**config.mk**
```make
export PLATFORM = sky130hd
export DESIGN_NAME = spct_div_cell
export DESIGN_NICKNAME = d
export VERILOG_FILES = /design/src/sv/spct_pkg.sv /design/src/sv/spct_div_cell.sv
export SDC_FILE = /design/constraint.sdc
export NUM_CORES = 1
export LEC_CHECK = 0
export BUFFER_PORTS_ARGS = -buffer_cell sky130_fd_sc_hd__buf_2
export CAP_MARGIN = 40
export CORE_AREA = 2 2 216 218
export DETAILED_ROUTE_END_ITERATION = 8
export DIE_AREA = 0 0 218 220
export PLACE_DENSITY = 0.55
export SLEW_MARGIN = 20
export SYNTH_ARGS = -nofsm -noshare
export SYNTH_HDL_FRONTEND = slang
export SYNTH_SLANG_ARGS = --single-unit
export TNS_END_PERCENT = 1
```
**constraint.sdc**
```tcl
create_clock -name i_clk -period 7.65 [get_ports i_clk]
set_input_delay 0.3825 -clock i_clk [delete_from_list [all_inputs] [get_ports i_clk]]
set_output_delay 0.3825 -clock i_clk [all_outputs]
set_load 0.03 [all_outputs]
```
**src/sv/spct_pkg.sv**
```systemverilog
// spct_pkg: shared constants, register codes and beat types for the
// segment closest point / sphere test block; depends on nothing else
package spct_pkg;

    localparam int COORD_WIDTH = 32;
    localparam int FRAC_BITS   = 16;
    localparam int CFG_IDX_W   = 3;
    localparam int CFG_DATA_W  = 64;
    localparam int DIST_W      = 64;

    // configuration register indexes
    typedef enum logic [CFG_IDX_W-1:0] {
        REG_START_X = 3'd0,
        REG_START_Y = 3'd1,
        REG_START_Z = 3'd2,
        REG_END_X   = 3'd3,
        REG_END_Y   = 3'd4,
        REG_END_Z   = 3'd5,
        REG_DEGEN   = 3'd6
    } t_cfg_reg;

    // query beat
    typedef struct packed {
        logic signed [COORD_WIDTH-1:0] point_x;
        logic signed [COORD_WIDTH-1:0] point_y;
        logic signed [COORD_WIDTH-1:0] point_z;
        logic [COORD_WIDTH-2:0]        radius;
    } t_query;

    // result beat
    typedef struct packed {
        logic signed [COORD_WIDTH-1:0] closest_x;
        logic signed [COORD_WIDTH-1:0] closest_y;
        logic signed [COORD_WIDTH-1:0] closest_z;
        logic [FRAC_BITS:0]            param_t;
        logic [DIST_W-1:0]             dist_sq;
        logic                          hit;
    } t_result;

    // control handed from cell to cell
    typedef struct packed {
        logic valid;
        logic skip;
    } t_div_ctl;

endpackage

```
**src/sv/spct_div_cell.sv**
```systemverilog
// spct_div_cell: one restoring-division step of the parameter divider chain
// depends on spct_pkg (t_div_ctl, t_query)
module spct_div_cell #(
    parameter int LW = 66,
    parameter int TW = 17
) (
    input  logic                i_clk,
    input  logic                i_rst_n,
    input  spct_pkg::t_div_ctl  i_ctl,
    input  logic [LW-1:0]       i_rem,
    input  logic [LW-1:0]       i_len,
    input  logic [TW-1:0]       i_t,
    input  spct_pkg::t_query    i_query,
    output spct_pkg::t_div_ctl  o_ctl,
    output logic [LW-1:0]       o_rem,
    output logic [LW-1:0]       o_len,
    output logic [TW-1:0]       o_t,
    output spct_pkg::t_query    o_query
);

    logic [LW:0]   rem2;
    logic          ge;
    logic [LW-1:0] n_rem;
    logic [TW-1:0] n_t;

    spct_pkg::t_div_ctl r_ctl;
    logic [LW-1:0]      r_rem;
    logic [LW-1:0]      r_len;
    logic [TW-1:0]      r_t;
    spct_pkg::t_query   r_query;

    // shift, compare, subtract; settled items pass unchanged
    always_comb begin
        rem2 = {i_rem, 1'b0};
        ge   = rem2 >= {1'b0, i_len};
        if (i_ctl.skip) begin
            n_rem = i_rem;
            n_t   = i_t;
        end else if (ge) begin
            n_rem = LW'(rem2 - {1'b0, i_len});
            n_t   = {i_t[TW-2:0], 1'b1};
        end else begin
            n_rem = rem2[LW-1:0];
            n_t   = {i_t[TW-2:0], 1'b0};
        end
    end

    // control register
    always_ff @(posedge i_clk) begin
        if (!i_rst_n) begin
            r_ctl <= '0;
        end else begin
            r_ctl <= i_ctl;
        end
    end

    // payload registers
    always_ff @(posedge i_clk) begin
        r_rem   <= n_rem;
        r_len   <= i_len;
        r_t     <= n_t;
        r_query <= i_query;
    end

    assign o_ctl   = r_ctl;
    assign o_rem   = r_rem;
    assign o_len   = r_len;
    assign o_t     = r_t;
    assign o_query = r_query;

endmodule

```
==> results.json <==
{
  "grt_pass1_wl_um": 75400,
  "setup_viol": 0,
  "power.share.clock": 0.385,
  "area_delta_synth_final_pct": 53.8,
  "drt_first_pass_iters": 5,
  "vias": 11900,
  "synthMuxAreaShare": 0.0787,
  "yosys.cell_types.count": 79,
  "max-cap-violations": 0,
  "grt_pass1_vias": 12100,
  "fin_tns_setup_ns": 0,
  "port_buffers": 557,
  "grt_max_degree": 70,
  "final_max_slew_viol_count": 0,
  "critPathKind": "input pin to flip-flop",
  "num-nets-final": 2291,
  "synth-main-ff-cell": "dfxtp_1",
  "wirelength_um": 53400,
  "antenna_found_initial": 17,
  "row_count": 79,
  "initial_core_util": 0.261,
  "arrival_ns": 4.40,
  "synth_most_common_cell": "dfxtp_1",
  "ys_top_cells_by_area": "dfxtp_1, ha_1, mux2_2, a21oi_1, inv_1",
  "die_area_um2": 48000,
  "cts_root_buf": "clkbuf_16",
  "cts.sinks": 278,
  "fin_ws_ns": 3.68,
  "die_w_um": 218,
  "synthAdderAreaFrac": 0.0706,
  "synth_simple_gate_area_share": 0.122,
  "leakagePower_nw": 8.83,
  "drive_above_1_share": 0.359,
  "detail-route-antenna-nets": 0,
  "synth_warnings": 0,
  "synth_seq_cells": 278,
  "power_switching_mw": 1.41,
  "core_area_um2": 45900,
  "fmax_ghz": 0.252,
  "grt-ovfl-total": 0,
  "cts_tree": "built",
  "cp.required_ns": 8.08,
  "clk_pin_slew_ns": 0.05,
  "synth_edf_count": 0,
  "syn_area_per_cell_um2": 9.87,
  "synth-xor-area-share": 0.0409,
  "grt_usage": 0.212,
  "crit_fanout": 38,
  "start_kind": "input pin",
  "drc": 0,
  "power.internal_mw": 3.03,
  "place_ws_ns": 3.62,
  "hold_class": "input pin to flip-flop",
  "worst_pin_slew_ns": 0.659,
  "synth_compound_area_frac": 0.170,
  "p_seq_frac": 0.359,
  "slew_headroom": 0.556,
  "swShare": 0.318,
  "powerDensity_nw_per_um2": 241,
  "cts_resized": 0,
  "h-tree-depth": 2,
  "status": "finished clean",
  "synth_common_cells": "dfxtp_1, a21oi_1, inv_1",
  "die-height_um": 220,
  "cts_buffers": 35,
  "first_iter_violations": 521,
  "clockBufferDepth": 3,
  "hpwlAfterDp_um": 42600,
  "synth-seq-area-share": 0.464,
  "ir_drop_v": 0.000179,
  "yosysTopAreaCell": "dfxtp_1",
  "fin_crit_sh": 0.519,
  "avgViaCountPerCell": 4.59,
  "end_kind": "flip-flop",
  "post_drt_wl_per_cell_um": 20.6,
  "fin_crit_ns": 3.97,
  "async_reset_ff_frac": 0,
  "synth_fp_nets": 1561,
  "synthCells": 1214,
  "io_pins": 558,
  "synth_top_family_by_area": "compound AO/OA/AOI/OAI gates",
  "rsz0062_at_grt": "no",
  "gp_congestion": 0.893,
  "synth_area_um2": 12000,
  "synth_top_area_frac": 0.464,
  "p_comb_frac": 0.256,
  "hold_viol_final": 0
}
==> flip-flops by register name (all words and copies together), names as in the netlist <==
signal   flops
o_query    127
o_len       66
o_rem       66
o_t         17
o_ctl        2
==> through the flow <==
stage | cell area (um^2) | total power, mW | hold slack, ns | cells | utilization
2_1_floorplan | 12000 | 2.31 | 0.410 | 1214 | -
3_3_place_gp | 15300 | 2.67 | 0.486 | 2322 | 0.333
3_5_place_dp | 15300 | 2.68 | 0.486 | 2324 | 0.333
4_1_cts | 18400 | 4.50 | 0.0105 | 2576 | 0.401
5_1_grt | 18400 | 4.63 | 0.0110 | 2584 | 0.402
6_report | 18400 | 4.44 | 0.0218 | 2587 | 0.402
==> metal layers <==
metal	up-vias	track usage	part of all wire	routed length (um)
met5	-	0.00833	0.0013	70
met4	10	0.0696	0.025	1340
met3	75	0.0545	0.067	3590
met2	413	0.375	0.50	26600
met1	5635	0.248	0.41	21900
li1	5741	-	-	-
==> power by group through the flow <==
stage | sequential [mW] | combinational [mW] | clock [mW]
after floorplan | 1.86 | 0.448 | 0
after global placement | 1.62 | 1.05 | 0
after detailed placement | 1.62 | 1.05 | 0
after CTS | 1.59 | 1.14 | 1.76
after global routing | 1.60 | 1.22 | 1.81
final | 1.59 | 1.13 | 1.71
==> timing repair <==
item,4_1_cts,5_1_grt
hold buffers,189,0
hold endpoints to repair,189,0
buffers inserted,0,0
==> worst max-delay path, cell delays in order <==
cell,delay [ns]
dlygate4sd3_1,0.51
buf_2,0.11
inv_1,0.04
ha_1,0.42
and3_1,0.29
and3_1,0.18
nor2b_1,0.22
nand2_1,0.09
a211oi_2,0.31
o21a_1,0.20
nor2_4,0.08
o21ai_4,0.55
buf_12,0.30
mux2_2,0.38
mux2_2,0.25
==> logic make-up (layout without fill, tap and decap cells) <==
| family | after synthesis | after routing |
|---|---|---|
| other cells | 0 | 10 |
| xor+xnor | 56 | 56 |
| compound gates | 299 | 299 |
| mux | 87 | 87 |
| simple gates | 275 | 275 |
| flops | 278 | 278 |
| buf+inv | 152 | 908 |
| fa+ha+maj | 67 | 67 |
==> placed cells by master, fill, tap and decap left out, drive strengths merged, types with 29 or more instances in the layout <==
cell,instances
a21o,30
a21oi,107
buf,564
clkbuf,47
dfxtp,278
dlygate4sd3,189
ha,66
inv,93
mux2,58
mux2i,29
nand2,83
nor2,45
o21ai,52
xnor2,32
==> final timing paths <==
check	cells past startpoint	end	start
setup / recovery	15	o_rem[19]$_DFF_P_	i_len[19]
hold / removal	1	o_len[55]$_DFF_P_	i_len[55]
==> cell type report <==
class | count | area, um^2
fillers | 4569 | 27400
multi-input cells | 784 | 5770
clock inverters | 16 | 180
repair buffers | 753 | 4770
well taps | 607 | 759
diodes | 10 | 25.0
flip-flops and latches | 278 | 5570
inverters | 92 | 345
clock buffers | 47 | 1010
(Power assumes the default switching activity.)
